$ cat src/hw/rtl/gtd_pkg.sv
// -----------------------------------------------------------------------------
// gtd_pkg
// Shared constants, types and helpers of the greedy tracklet deduplicator.
// -----------------------------------------------------------------------------
`default_nettype none

package gtd_pkg;

   localparam int PAIR_SLOTS_DEF = 64;
   localparam int HIT_SLOTS_DEF  = 1024;
   localparam int DIST_BITS_DEF  = 24;
   localparam int IDX_BITS       = 10;
   localparam int EPOCH_BITS     = 8;

   localparam logic [EPOCH_BITS-1:0] EPOCH_FIRST = EPOCH_BITS'(1);
   localparam logic [EPOCH_BITS-1:0] EPOCH_LAST  = '1;
   localparam logic [EPOCH_BITS-1:0] EPOCH_NONE  = '0;

   typedef enum logic [2:0] {
      ST_CLEAR,
      ST_LOAD,
      ST_READ,
      ST_CHECK,
      ST_FLUSH
   } state_type;

   typedef struct packed {
      logic insert;
      logic pop;
   } cell_ctrl_type;

   // hit index reduced below slots by binary long reduction (slots >= 8)
   function automatic logic [IDX_BITS-1:0] hit_reduce(input logic [IDX_BITS-1:0] idx,
                                                      input int unsigned slots);
      logic [IDX_BITS-1:0] r;
      logic [31:0]         step;
      r = idx;
      for (int k = 6; k >= 0; k--) begin
         step = 32'(slots) << k;
         if (step < 32'(2**IDX_BITS) && 32'(r) >= step) begin
            r = r - IDX_BITS'(step);
         end
      end
      return r;
   endfunction

endpackage

`default_nettype wire

$ cat src/hw/rtl/gtd_cell.sv
// -----------------------------------------------------------------------------
// gtd_cell
// One slot of the sorted insertion chain: holds a pair and its magnitude.
// -----------------------------------------------------------------------------
`default_nettype none

module gtd_cell
   import gtd_pkg::*;
#(
   parameter int DW = DIST_BITS_DEF + 2 * IDX_BITS,
   parameter int MW = DIST_BITS_DEF
) (
   input  wire logic          clock,
   input  wire logic          reset,
   input  wire cell_ctrl_type ctrl,
   input  wire logic [DW-1:0] new_data,
   input  wire logic [MW-1:0] new_mag,
   input  wire logic [DW-1:0] left_data,
   input  wire logic [MW-1:0] left_mag,
   input  wire logic          left_valid,
   input  wire logic          left_displace,
   input  wire logic [DW-1:0] right_data,
   input  wire logic [MW-1:0] right_mag,
   input  wire logic          right_valid,
   output logic [DW-1:0]      data_o,
   output logic [MW-1:0]      mag_o,
   output logic               valid_o,
   output logic               displace_o
);

   logic [DW-1:0] data_ff, data_in;
   logic [MW-1:0] mag_ff, mag_in;
   logic          valid_ff, valid_in;

   // strictly larger entries move right, so equal magnitudes keep arrival order
   assign displace_o = ctrl.insert && valid_ff && (new_mag < mag_ff);

   always_comb begin
      data_in  = data_ff;
      mag_in   = mag_ff;
      valid_in = valid_ff;
      if (ctrl.pop) begin
         data_in  = right_data;
         mag_in   = right_mag;
         valid_in = right_valid;
      end else if (ctrl.insert) begin
         if (left_displace) begin
            data_in  = left_data;
            mag_in   = left_mag;
            valid_in = 1'b1;
         end else if (displace_o || (!valid_ff && left_valid)) begin
            data_in  = new_data;
            mag_in   = new_mag;
            valid_in = 1'b1;
         end
      end
   end

   always_ff @(posedge clock) begin
      if (reset) begin
         valid_ff <= 1'b0;
      end else begin
         valid_ff <= valid_in;
      end
   end

   always_ff @(posedge clock) begin
      data_ff <= data_in;
      mag_ff  <= mag_in;
   end

   assign data_o  = data_ff;
   assign mag_o   = mag_ff;
   assign valid_o = valid_ff;

endmodule

`default_nettype wire

$ cat config.mk
export PLATFORM = sky130hd
export DESIGN_NAME = gtd_cell
export DESIGN_NICKNAME = d
export VERILOG_FILES = /design/src/hw/rtl/gtd_pkg.sv /design/src/hw/rtl/gtd_cell.sv
export SDC_FILE = /design/constraint.sdc
export NUM_CORES = 1
export LEC_CHECK = 0
export ABC_CLOCK_PERIOD_IN_PS = 4410
export BUFFER_PORTS_ARGS = -buffer_cell sky130_fd_sc_hd__buf_2
export CORE_MARGIN = 5
export CORE_UTILIZATION = 38
export DETAILED_ROUTE_END_ITERATION = 12
export PLACE_DENSITY = 0.82
export SLEW_MARGIN = 20
export SYNTH_ARGS = -nofsm -noshare
export SYNTH_HDL_FRONTEND = slang
export SYNTH_SLANG_ARGS = --single-unit
$ cat constraint.sdc
create_clock -name clock -period 4.41 [get_ports clock]
set_input_delay 0.882 -clock clock [delete_from_list [all_inputs] [get_ports clock]]
set_output_delay 0.882 -clock clock [all_outputs]
set_load 0.05 [all_outputs]
==> results.txt, run 1 <==
- Summing over every cut layer, the via total after detailed routing is 3,952.
* Vias in the first global route: 4,112
- For this block, the initial DRC count from the detailed router was 132.
- The first global-routing pass estimated 19,100 µm of wire.
- Unrepaired setup endpoints after global routing: false
- Total instance count after detailed placement: 789
- Hold WC Path Type: reg2reg
* Number of instances on the worst hold path: 4
* Standard cell core area: 0.0107 mm²
- After detailed placement, the total cell area comes to 0.00563 mm².
* Run status: finished, final reports clean
- Number of storage elements in the synthesis netlist: 69
- Final core area utilization: 54.4%
- CTS tree: yes
- Dividing the detail-routed via count by the number of cells gives 4.91.
* Maximum number of pins on one net before global-route repair: 75
- 1st-pass router iterations: 4
- Number of antenna violations at the first check in global routing: 1
* Antenna diode count: 0
- After routing, the total negative slack on setup checks comes to 0 ps.
- In this run the post-CTS setup repair buffer count came out at 0.
* Initial core utilization: 38.4%
- Leakage power figure: 2.96 nW
- After synthesis, the mean cell area works out to 10.6 µm².
* Max-slew violations: 0
* Worst Path Required: 3530 ps
- Counting I/O delays and the setup requirement, the final critical path takes 3310 ps.
- Fin Clk Skew: 13.4 ps
- In the finished design, the share of the clock period the worst path needs comes to 75.1%.
- Detailed placer's ending HPWL: 10,300 µm
- In this run the worst setup path begins at new_mag[21].
* Power density over the cells: 343 mW/mm²
* Die W: 114 µm
* Launching point of the worst reg2reg path: mag_o[6]$_DFFE_PP_
- Worst-case setup slack after placement: 1090 ps
- Headroom to the max-slew limit came out at 47.3%.
* Worst Setup Path Type: in2out
* Maximum level of the CTS H-tree: 3
- Post-CTS repair changed the size of 0 cells.
* I/O pin count: 281
- The floorplan step defined a die boundary enclosing 0.0130 mm².
- Fmax achieved: 302 MHz
- CP Data Arrival Time: 2430 ps
- During synthesis, Yosys emitted a total of 0 warnings.
- Total power of the final layout: 2.00 mW
- In this run the worst path has a maximum fanout of 4.
- Actual transition at the worst max-transition pin: 791 ps
- Register area share after synthesis: 50.0%
- Worst setup slack for register-to-register paths: 1870 ps
- Layout filler cell count: 949
* Area grow syn2layout: 41.7%
* Total wirelength of the detailed-routed design: 12,500 µm
- The tree is rooted in a clkbuf_8.
- In the final design database the tool counted 894 nets.
- Later-pin clock latency in the skew report: 330 ps
* Most common flop cell mapped by yosys: edfxtp_1
* Die span in y: 114 µm
- The number of nets in the synthesized netlist is 622.
- Measured in cells, the most critical reg-to-reg path has a length of 8.
* Non-filler instance count after layout: 805
- Number of buffers created by CTS: 9
* Number of placement rows: 38
- Gate count after technology mapping: 388
* Post-synth design cell area: 0.00412 mm²
- Counting along the longest clock path gives a buffer depth of 2.
- Combined global-route utilization of all metal layers: 18.4%
* Cts-stage hold buffer count: 0
* Async set-or-reset flop fraction in the synthesized netlist: 0%
* # Max-Cap Violations: 0
- After routing the design area is 0.00584 mm².
* IO buf count: 280
- Hold Slack: 665 ps
* Critical Path Source Type: input port
- Final count of negative-setup-slack endpoints: 0
- In the final layout, the share of cells above drive strength 1 is 45.7%.
* Number of enable flip-flop cells after synthesis: 68
- Worst min-delay path startpoint: valid_o$_SDFFE_PP0P_
- Hold-critical path endpoint: valid_o$_SDFFE_PP0P_
- WL/cell: 15.5 µm
- Critical path endpoint category: output pin
* Hold violation count in the final report: 0
- Yosys mapped the design onto 31 distinct sky130hd cell types.
- Least setup slack across all paths after layout: 1100 ps
- Summed over all layers, the global routing overflow is 0.
- Clock slew at reported path FFs: 70 ps
- In this run the critical register-to-register path is captured at data_o[17]$_DFFE_PP_.
- Clock sinks: 69
- At the end of routability-driven placement, the weighted congestion stood at 0.908.
- Remaining antenna violation count after routing: 0
* DRC Markers: 0
* Peak ir drop on the vdd network: 0.160 mV
-- state kept, by name, summed over array words and instances, names as in the netlist --
register,flops
valid_o,1
data_o,44
mag_o,24
-- critical path, cell delays in order --
cell and delay (ps):
buf_2 110, ha_1 330, nand4_2 150, nor3_1 70
nor4_1 230, nand3_1 210, a21oi_1 150, buf_2 280
-- layout by cell type (no fill, tap or decap) --
cell,netlist,layout
nand2b_4,1,1
a22oi_1,1,1
nand2_1,73,73
clkbuf_8,0,9
nor2_1,3,3
nor2b_1,1,1
clkinv_2,0,3
buf_4,1,6
nor3_1,1,1
nor4b_2,1,1
edfxtp_1,68,68
nor4_1,2,2
a211oi_1,3,3
o21ai_0,73,73
nand4_2,1,1
ha_1,23,23
clkbuf_1,13,2
a2111oi_4,1,1
inv_1,24,24
and3_1,1,1
dfxtp_1,1,1
a21o_1,1,1
o21ai_1,1,1
o21a_1,1,1
nand3_1,1,1
a21oi_4,0,1
nor3_2,1,1
buf_2,8,278
a31o_1,1,1
bufinv_16,0,2
nand4_1,2,2
mux2i_1,68,68
a21oi_1,10,10
-- layer usage --
layer | vias to the layer above | share of wire [%] | GRT usage [%]
li1 | 1942 | - | -
met4 | 2 | 1.8 | 5.38
met3 | 19 | 9.1 | 5.60
met5 | - | 0.10 | 0
met2 | 187 | 53 | 34.3
met1 | 1802 | 36 | 19.8
-- report_power, final --
part           switching, mW  internal (mW)
logic                  0.428          0.196
clock network          0.232          0.316
registers             0.0232          0.806
-- cells by family after synthesis --
logic type / Yosys count / share of synthesized area [%]
buffers and inverters: 47 / 4.80
and+or+nand+nor: 88 / 9.32
DFF: 69 / 50.0
AOI/OAI and AO/OA: 93 / 12.4
muxes: 68 / 16.5
adders and majority gates: 23 / 6.98
-- worst max path at each step --
stage | end | slack (ps)
after floorplan | data_o[0]$_DFFE_PP_ | 210
after global placement | displace_o | 1130
after detailed placement | displace_o | 1090
after CTS | displace_o | 1090
after global routing | displace_o | 970
final | displace_o | 1100
-- area by class of cell --
type	instances	area [µm²]	share of cell area, %
Sequential cell	69	2060	35.3
Multi-Input combinational cell	272	1870	32.0
Timing Repair Buffer	284	1440	24.6
Tap cell	140	175	3.00
Clock buffer	11	131	2.25
Inverter	24	90.1	1.54
Clock inverter	5	75.1	1.29
-- cell usage after synthesis (2+ instances only) --
cell type / n / area (µm²)
a211oi_1: 3 / 22.5
edfxtp_1: 68 / 2040
o21ai_0: 73 / 365
a21oi_1: 10 / 50.1
ha_1: 23 / 288
nand2_1: 73 / 274
buf_2: 8 / 40.0
inv_1: 24 / 90.1
nor2_1: 3 / 11.3
clkbuf_1: 13 / 48.8
nand4_1: 2 / 12.5
nor4_1: 2 / 12.5
mux2i_1: 68 / 681
No activity file was read; power rests on OpenSTA's default activity.
==> run 2: changes to the inputs <==
- ABC_AREA: unset -> 1
- ABC_CLOCK_PERIOD_IN_PS: 4410 -> 2800
- clock period: 4.41 -> 2.8 ns (I/O delays scaled with it)
==> run 2 against run 1 <==
Highest routed layer is now met4; largest power group unchanged; setup slack lost 770 ps; via count grew 12%; core utilization shrank 0.10 points; routed wire length grew 7.8%; sequential cell count is the same; combinational power grew 60%; first-iteration DRC count grew 52%; critical endpoint unchanged; clock-buffer cell count is the same; sequential power grew 57%; register-to-register slack lost 1300 ps.
==> results.txt, run 2 <==
- Vias in the first global route: 4,178 (+1.6%)
- DP Area: 0.00565 mm² (+0.22%)
* Hold WC Path Type: reg2reg
- Register area share after synthesis: 50.1% (about the same)
* Hold violation count in the final report: 0 (unchanged)
* Number of buffers added for setup after CTS: 0 (unchanged)
- The insertion delay of the later-clocked pin in the worst-skew pair came to 330 ps (about the same).
- Fraction of post-synthesis cell area in the top cell type by area: 49.6% (about the same)
- The number of antenna violations at the first check in global routing came to 0 (-1).
* CTS tree: yes
- # Max-Cap Violations: 0 (unchanged)
- Most frequently used cell type in the post-synthesis netlist: a21oi_1
- For this run, the leading register cell type out of synthesis is edfxtp_1.
* Standard cell core area: 0.0107 mm² (unchanged)
- Remaining antenna violation count after routing: 0 (unchanged)
* Most frequent standard cell in the layout excluding fill and tap cells: buf_2
- Cells resized by post-CTS repair: 0 (unchanged)
- Ranked by instance count, the synthesized netlist is headed by a21oi_1 (142), nand2_1 (100), nor2_1 (74), edfxtp_1 (68), inv_1 (29).
- The clock-pin slew of the registers on the worst-case setup and hold paths is 70 ps (about the same).
- Antenna diode count: 0 (unchanged)
* Actual transition at the worst max-transition pin: 670 ps (-121 ps)
- Number of placement rows: 38 (unchanged)
- Power density over the cells: 526 mW/mm² (+53%)
- Final standard cell area without fillers: 0.00583 mm² (-0.19%)
* Yosys warning count: 0 (unchanged)
- From synthesis to final layout, the design area changed by 41.5%.
- Detailed placer's ending HPWL: 10,300 µm (+0.74%)
- The maximum fanout along the worst path came to 3 (-1).
- The post-synthesis instance area is 0.00412 mm² (about the same).
- IO buf count: 280 (unchanged)
- Leakage power figure: 2.90 nW (-2.1%)
* Worst Path Required: 2240 ps (-1290 ps)
- The filler-free cell count of the finished design was 907 (+13%).
- Routed vias: 4,429 (+12%)
- Critical path endpoint category: output pin
* Max Root-Sink Buffers: 2 (unchanged)
* 1st-pass router iterations: 4 (unchanged)
- The H-tree depth came to 3 (unchanged).
- Number of DRC markers in iteration 0: 201 (+52%)
- Die W: 114 µm (about the same)
* Clock root cell: clkbuf_8
- The layout cell share with drive strength beyond 1 came to 42.0% (-3.7 points).
* Max-slew violations: 0 (unchanged)
- Final core area utilization: 54.3% (-0.10 points)
- The routed via count divided by cell count was 4.88 (-0.53%).
* Async set-or-reset flop fraction in the synthesized netlist: 0% (unchanged)
- The number of cells after detailed placement is 891 (+13%).
- The number of ports placed on the die boundary is 281 (unchanged).
- Cts-stage hold buffer count: 0 (unchanged)
* WL/cell: 14.8 µm (-4.3%)
- Max FFs per register: 44 (unchanged)
* Peak ir drop on the vdd network: 0.247 mV (+54%)
* Run status: finished, final reports clean
- Commonest cells after routing, fill and taps aside: buf_2 (280), a21oi_1 (142), nand2_1 (100), nor2_1 (74), edfxtp_1 (68)
- After layout, the worst path uses 88.1% of the clock period.
* Hold Slack: 489 ps (-177 ps)
- Cell type with the largest total area after synthesis: edfxtp_1
- The critical path is of the reg2out type.
- The total nets after synthesis was 727 (+17%).
- Combined global-route utilization of all metal layers: 19.6% (+1.2 points)
- Area of the die: 0.0130 mm² (about the same)
- Number of enable flip-flop cells after synthesis: 68 (unchanged)
- The setup-violating endpoint count in the final report came to 0 (unchanged).
- The overall die height is 114 µm (about the same).
* Fin Clk Skew: 11.3 ps (-2.14 ps)
- Critical Path Source Type: register
* Global-route wire length before repair: 20,000 µm (+4.9%)
- Number of buffers created by CTS: 9 (unchanged)
- The worst path arrival time was 1910 ps (-520 ps).
- The cell count after synthesis is 493 (+27%).
- Relative slew slack: 55.4% (+8.1 points)
* Maximum number of pins on one net before global-route repair: 60 (-20%)
* Post-route minimum period: 2470 ps
- Final #Nets: 996 (+11%)
- The effective utilization at floorplan came to 38.3% (about the same).
* Unrepaired setup endpoints after global routing: false
- DRC Markers: 0 (unchanged)
* Library cells used by synthesis: 23 (-26%)
- The TritonCTS sink count is 69 (unchanged).
* Cells taking the most area after synthesis: edfxtp_1 (50%), a21oi_1 (17%), nand2_1 (9.1%)
* Number of storage elements in the synthesis netlist: 69 (unchanged)
- The mean area per synthesized cell is 8.35 µm² (-21%).
- The total wire length after detailed routing came to 13,400 µm (+7.8%).
- Overflow left after global routing: 0 (unchanged)
- Fmax achieved: 405 MHz
- RD Place Congestion: 0.902 (-0.73%)
-- run 2: cell count changes after synthesis, moves of 5 or more --
cell     change
inv_1        +5
inv_2        +7
nand2_1     +27
a21oi_1    +132
nor2_1      +71
mux2i_1     -68
o21ai_0     -73
-- run 2: path summary, 6_finish.rpt --
check	startpoint	endpoint	slack (ps)	depth (start not counted)
hold reg to reg	valid_o$_SDFFE_PP0P_	valid_o$_SDFFE_PP0P_	490	2
hold / removal	valid_o$_SDFFE_PP0P_	valid_o$_SDFFE_PP0P_	490	2
setup reg to reg	mag_o[11]$_DFFE_PP_	data_o[10]$_DFFE_PP_	550	12
setup / recovery	mag_o[11]$_DFFE_PP_	displace_o	330	10
-- run 2: where the power goes --
| group | internal, mW | leakage [nW] | switching [mW] |
|---|---|---|---|
| Combinational | 0.300 | 2.12 | 0.699 |
| Clock | 0.406 | 0.0907 | 0.358 |
| Sequential | 1.27 | 0.681 | 0.0328 |
-- run 2: cells by family (layout without fill, tap and decap cells) --
group | count (synthesis) | count (layout) | share of synthesized area, %
DFF | 69 | 69 | 50.1
AOI/OAI and AO/OA | 145 | 145 | 17.8
buffers and inverters | 66 | 340 | 6.93
and+or+nand+nor | 190 | 190 | 18.2
adders and majority gates | 23 | 23 | 6.99
-- run 2: critical path, cell delays in order (launching register included) --
cell      delay (ps)
edfxtp_1         410
inv_1             80
ha_1             240
a21oi_1          150
nand2_1           80
nand2_1           60
nand2_1           40
nor2_1            80
nand2_1           80
inv_1             90
buf_2            270
-- run 2: through the flow --
| step | setup WS, ps | TNS [ps] | power [mW] |
|---|---|---|---|
| 4_1_cts | 290 | 0 | 3.10 |
| 2_1_floorplan | -218 | -14840 | 1.99 |
| 6_report | 333 | 0 | 3.06 |
| 3_3_place_gp | 285 | 0 | 2.31 |
| 5_1_grt | 118 | 0 | 3.23 |
| 3_5_place_dp | 237 | 0 | 2.33 |
-- run 2: layer usage --
metal	GRT usage, %	vias up	wire length [µm]
li1	-	2212	-
met3	5.34	19	1310
met4	7.84	0	280
met2	33.9	202	6610
met5	0	-	0
met1	22.9	1996	5230
-- run 2: final cells by class --
cell class	instances	area [µm²]
clock buffers	11	131
repair buffers	288	1470
fillers	1021	4920
well taps	140	175
clock inverters	5	51.3
inverters	36	139
multi-input cells	358	1800
flip-flops and latches	69	2060
==> run 3: changes to the inputs <==
- CORE_UTILIZATION: 38 -> 35
- PLACE_DENSITY: 0.82 -> 0.77
- SKIP_LAST_GASP: unset -> 1
==> run 3 against run 2 <==
Non-clock buffer count stayed put; setup slack better by 30 ps; first-iteration DRC count is 32% higher; total power is 14% higher; clock power is 57% higher; sequential share of layout area is 0.88 points lower; core utilization is 2.1 points lower; die area is 7.8% higher; critical path type unchanged; critical endpoint unchanged.
==> results.txt, run 3 (same netlist as run 2, synthesis figures left out) <==
- The number of I/O port buffers was 280 (unchanged).
- Maximum level of the CTS H-tree: 3 (unchanged)
- Critical path endpoint category: output pin
* Total instance count after detailed placement: 894 (+0.34%)
- The number of ports placed on the die boundary is 281 (unchanged).
* Crit-path max cell delay: 410 ps (about the same)
- Worst Setup Path Type: reg2out
- Max-slew violations: 0 (unchanged)
- Cell Chain, Critical Path: inv_1 -> ha_1 -> nand2_1 -> nand2_1 -> nand2_1 -> nand2_1 -> nand3_1 -> nand2_2 -> nor2_1 -> nand2_1 -> inv_1 -> buf_2
- Number of buffers added for setup after CTS: 0 (unchanged)
- Buffers and inverters on the worst path: 3 (unchanged)
* CP Data Arrival Time: 1880 ps (-30 ps)
* Fmax achieved: 410 MHz (+1.2%)
- The number of inserted diodes came to 0 (unchanged).
- The final period utilization is 87.0% (-1.1 points).
* Combined global-route utilization of all metal layers: 18.2% (-1.4 points)
- The maximum fanout along the worst path is 2 (-1).
* Cell seen most often among critical-path stages: nand2_1
- Max Root-Sink Buffers: 2 (unchanged)
- # Max-Cap Violations: 0 (unchanged)
- The routed via count divided by cell count came to 4.81 (-1.5%).
- The net total in the final layout was 996 (unchanged).
- Max FFs per register: 44 (unchanged)
- Number of DRC markers in iteration 0: 266 (+32%)
- In this run the top signal layer used is met4.
- 1st-pass router iterations: 5 (+1)
- TritonCTS built the clock tree.
* Slowest-stage cell, CP: edfxtp_1
* Relative slew slack: 65.6% (+10 points)
* Post-route minimum period: 2440 ps (-29.6 ps)
- Die span in y: 118 µm (+3.8%)
- Final standard cell area without fillers: 0.00598 mm² (+2.6%)
* Met1 Routed Length: 5270 µm (+0.84%)
- DRC Markers: 0 (unchanged)
- The setup-violating endpoint count in the final report came to 0 (unchanged).
- Peak ir drop on the vdd network: 0.326 mV (+32%)
- DP Area: 0.00566 mm² (+0.29%)
- The global-route wire length before repair is 20,600 µm (+2.9%).
- Clock slew at reported path FFs: 50 ps (-20 ps)
* Hold WC Path Type: reg2reg
- The worst clock skew on the final layout was 7.99 ps (-3.29 ps).
- The layout cell share with drive strength beyond 1 is 42.2% (+0.26 points).
* Area of the die: 0.0140 mm² (+7.8%)
* Commonest cells after routing, fill and taps aside: buf_2 (280), a21oi_1 (142), nand2_1 (100), nor2_1 (74), edfxtp_1 (68)
- Non-filler instance count after layout: 910 (+0.33%)
- The effective utilization at floorplan was 35.9% (-2.4 points).
* Largest delay contributor family on the critical path: simple AND/OR/NAND/NOR gates
- The core footprint is 0.0115 mm² (+6.7%).
- The static power due to leakage was 2.96 nW (+2.3%).
- Critical Path Source Type: register
- The insertion delay of the later-clocked pin in the worst-skew pair was 330 ps (about the same).
* Maximum number of pins on one net before global-route repair: 69 (+15%)
* Total wirelength of the detailed-routed design: 13,700 µm (+2.0%)
- The global-route congestion overflow total came to 0 (unchanged).
* Die W: 118 µm (+3.8%)
* Layout filler cell count: 1,120 (+9.7%)
* Cts-stage hold buffer count: 0 (unchanged)
- The number of nets still failing antenna checks after routing is 0 (unchanged).
- Unrepaired setup endpoints after global routing: false
- Number of placement rows: 39 (+2.6%)
- The number of antenna violations at the first check in global routing was 0 (unchanged).
- The library cell used most frequently in the layout, excluding fill and tap cells, is buf_2.
- The final weighted congestion in routability-driven placement came to 0.855 (-5.2%).
- Met2 wirelength from detailed routing: 6890 µm (+4.3%)
- Clock root cell: clkbuf_16
- Actual transition at the worst max-transition pin: 516 ps (-154 ps)
- The mean routed wirelength per cell came to 15.1 µm (+1.7%).
- Cells resized by post-CTS repair: 0 (unchanged)
- The routed length on met3 came to 1310 µm (+0.54%).
* Worst Path Required: 2240 ps (about the same)
* Number of buffers created by CTS: 9 (unchanged)
- Clock sinks: 69 (unchanged)
- The number of global-route vias before repair is 4,134 (-1.1%).
- Routed vias: 4,375 (-1.2%)
* Area grow syn2layout: 45.1%
- The flow ran to the end, and the final reports show no timing, DRC or antenna violations.
- Hold violation count in the final report: 0 (unchanged)
- Power density over the cells: 585 mW/mm² (+11%)
- Detailed placer's ending HPWL: 10,500 µm (+1.8%)
==> run 3: cell types whose count changed in the layout (fill, tap and decap cells not counted), sizes merged <==
cell    before  now
clkbuf      11    9
bufinv       1    2
clkinv       3    4
==> run 3: power breakdown <==
group	switching, mW	total (mW)	internal [mW]
Combinational	0.696	0.997	0.301
Clock	0.423	1.20	0.774
Sequential	0.0357	1.31	1.27
Total	1.16	3.50	2.34
==> run 3: worst min-delay path, stage by stage (launching register included) <==
cell     delay (ps)
dfxtp_1         320
inv_2            70
a21oi_2          50
==> run 3: final timing paths <==
kind | end | slack, ps | cells past startpoint | start
worst max-delay path | displace_o | 360 | 12 | mag_o[13]$_DFFE_PP_
worst min-delay path | valid_o$_SDFFE_PP0P_ | 480 | 2 | valid_o$_SDFFE_PP0P_
worst max register to register | data_o[27]$_DFFE_PP_ | 660 | 14 | mag_o[13]$_DFFE_PP_
worst min register to register | valid_o$_SDFFE_PP0P_ | 480 | 2 | valid_o$_SDFFE_PP0P_
==> run 3: routing by layer <==
layer,vias up,global-route usage [%]
met5,-,0
met4,0,6.09
met3,17,5.49
met2,203,32.0
met1,1944,21.0
li1,2211,-
==> run 3: final cells by class <==
type | instances | area [µm²] | share of cell area [%]
Clock inverter | 7 | 90.1 | 1.51
Timing Repair Buffer | 288 | 1490 | 24.9
Multi-Input combinational cell | 358 | 1800 | 30.1
Clock buffer | 9 | 225 | 3.77
Inverter | 36 | 139 | 2.32
Sequential cell | 69 | 2060 | 34.5
Tap cell | 143 | 179 | 2.99
==> run 3: stage by stage <==
stage | hold WS [ps] | TNS, ps | utilization (%) | power, mW | worst slack, ps
after detailed placement | 480 | 0 | 49.4 | 2.33 | 378
after floorplan | 703 | -14840 | - | 1.99 | -218
after global placement | 483 | 0 | 49.4 | 2.32 | 401
after CTS | 489 | 0 | 52.1 | 3.54 | 346
final | 483 | 0 | 52.1 | 3.50 | 363
after global routing | 510 | 0 | 52.1 | 3.66 | 214
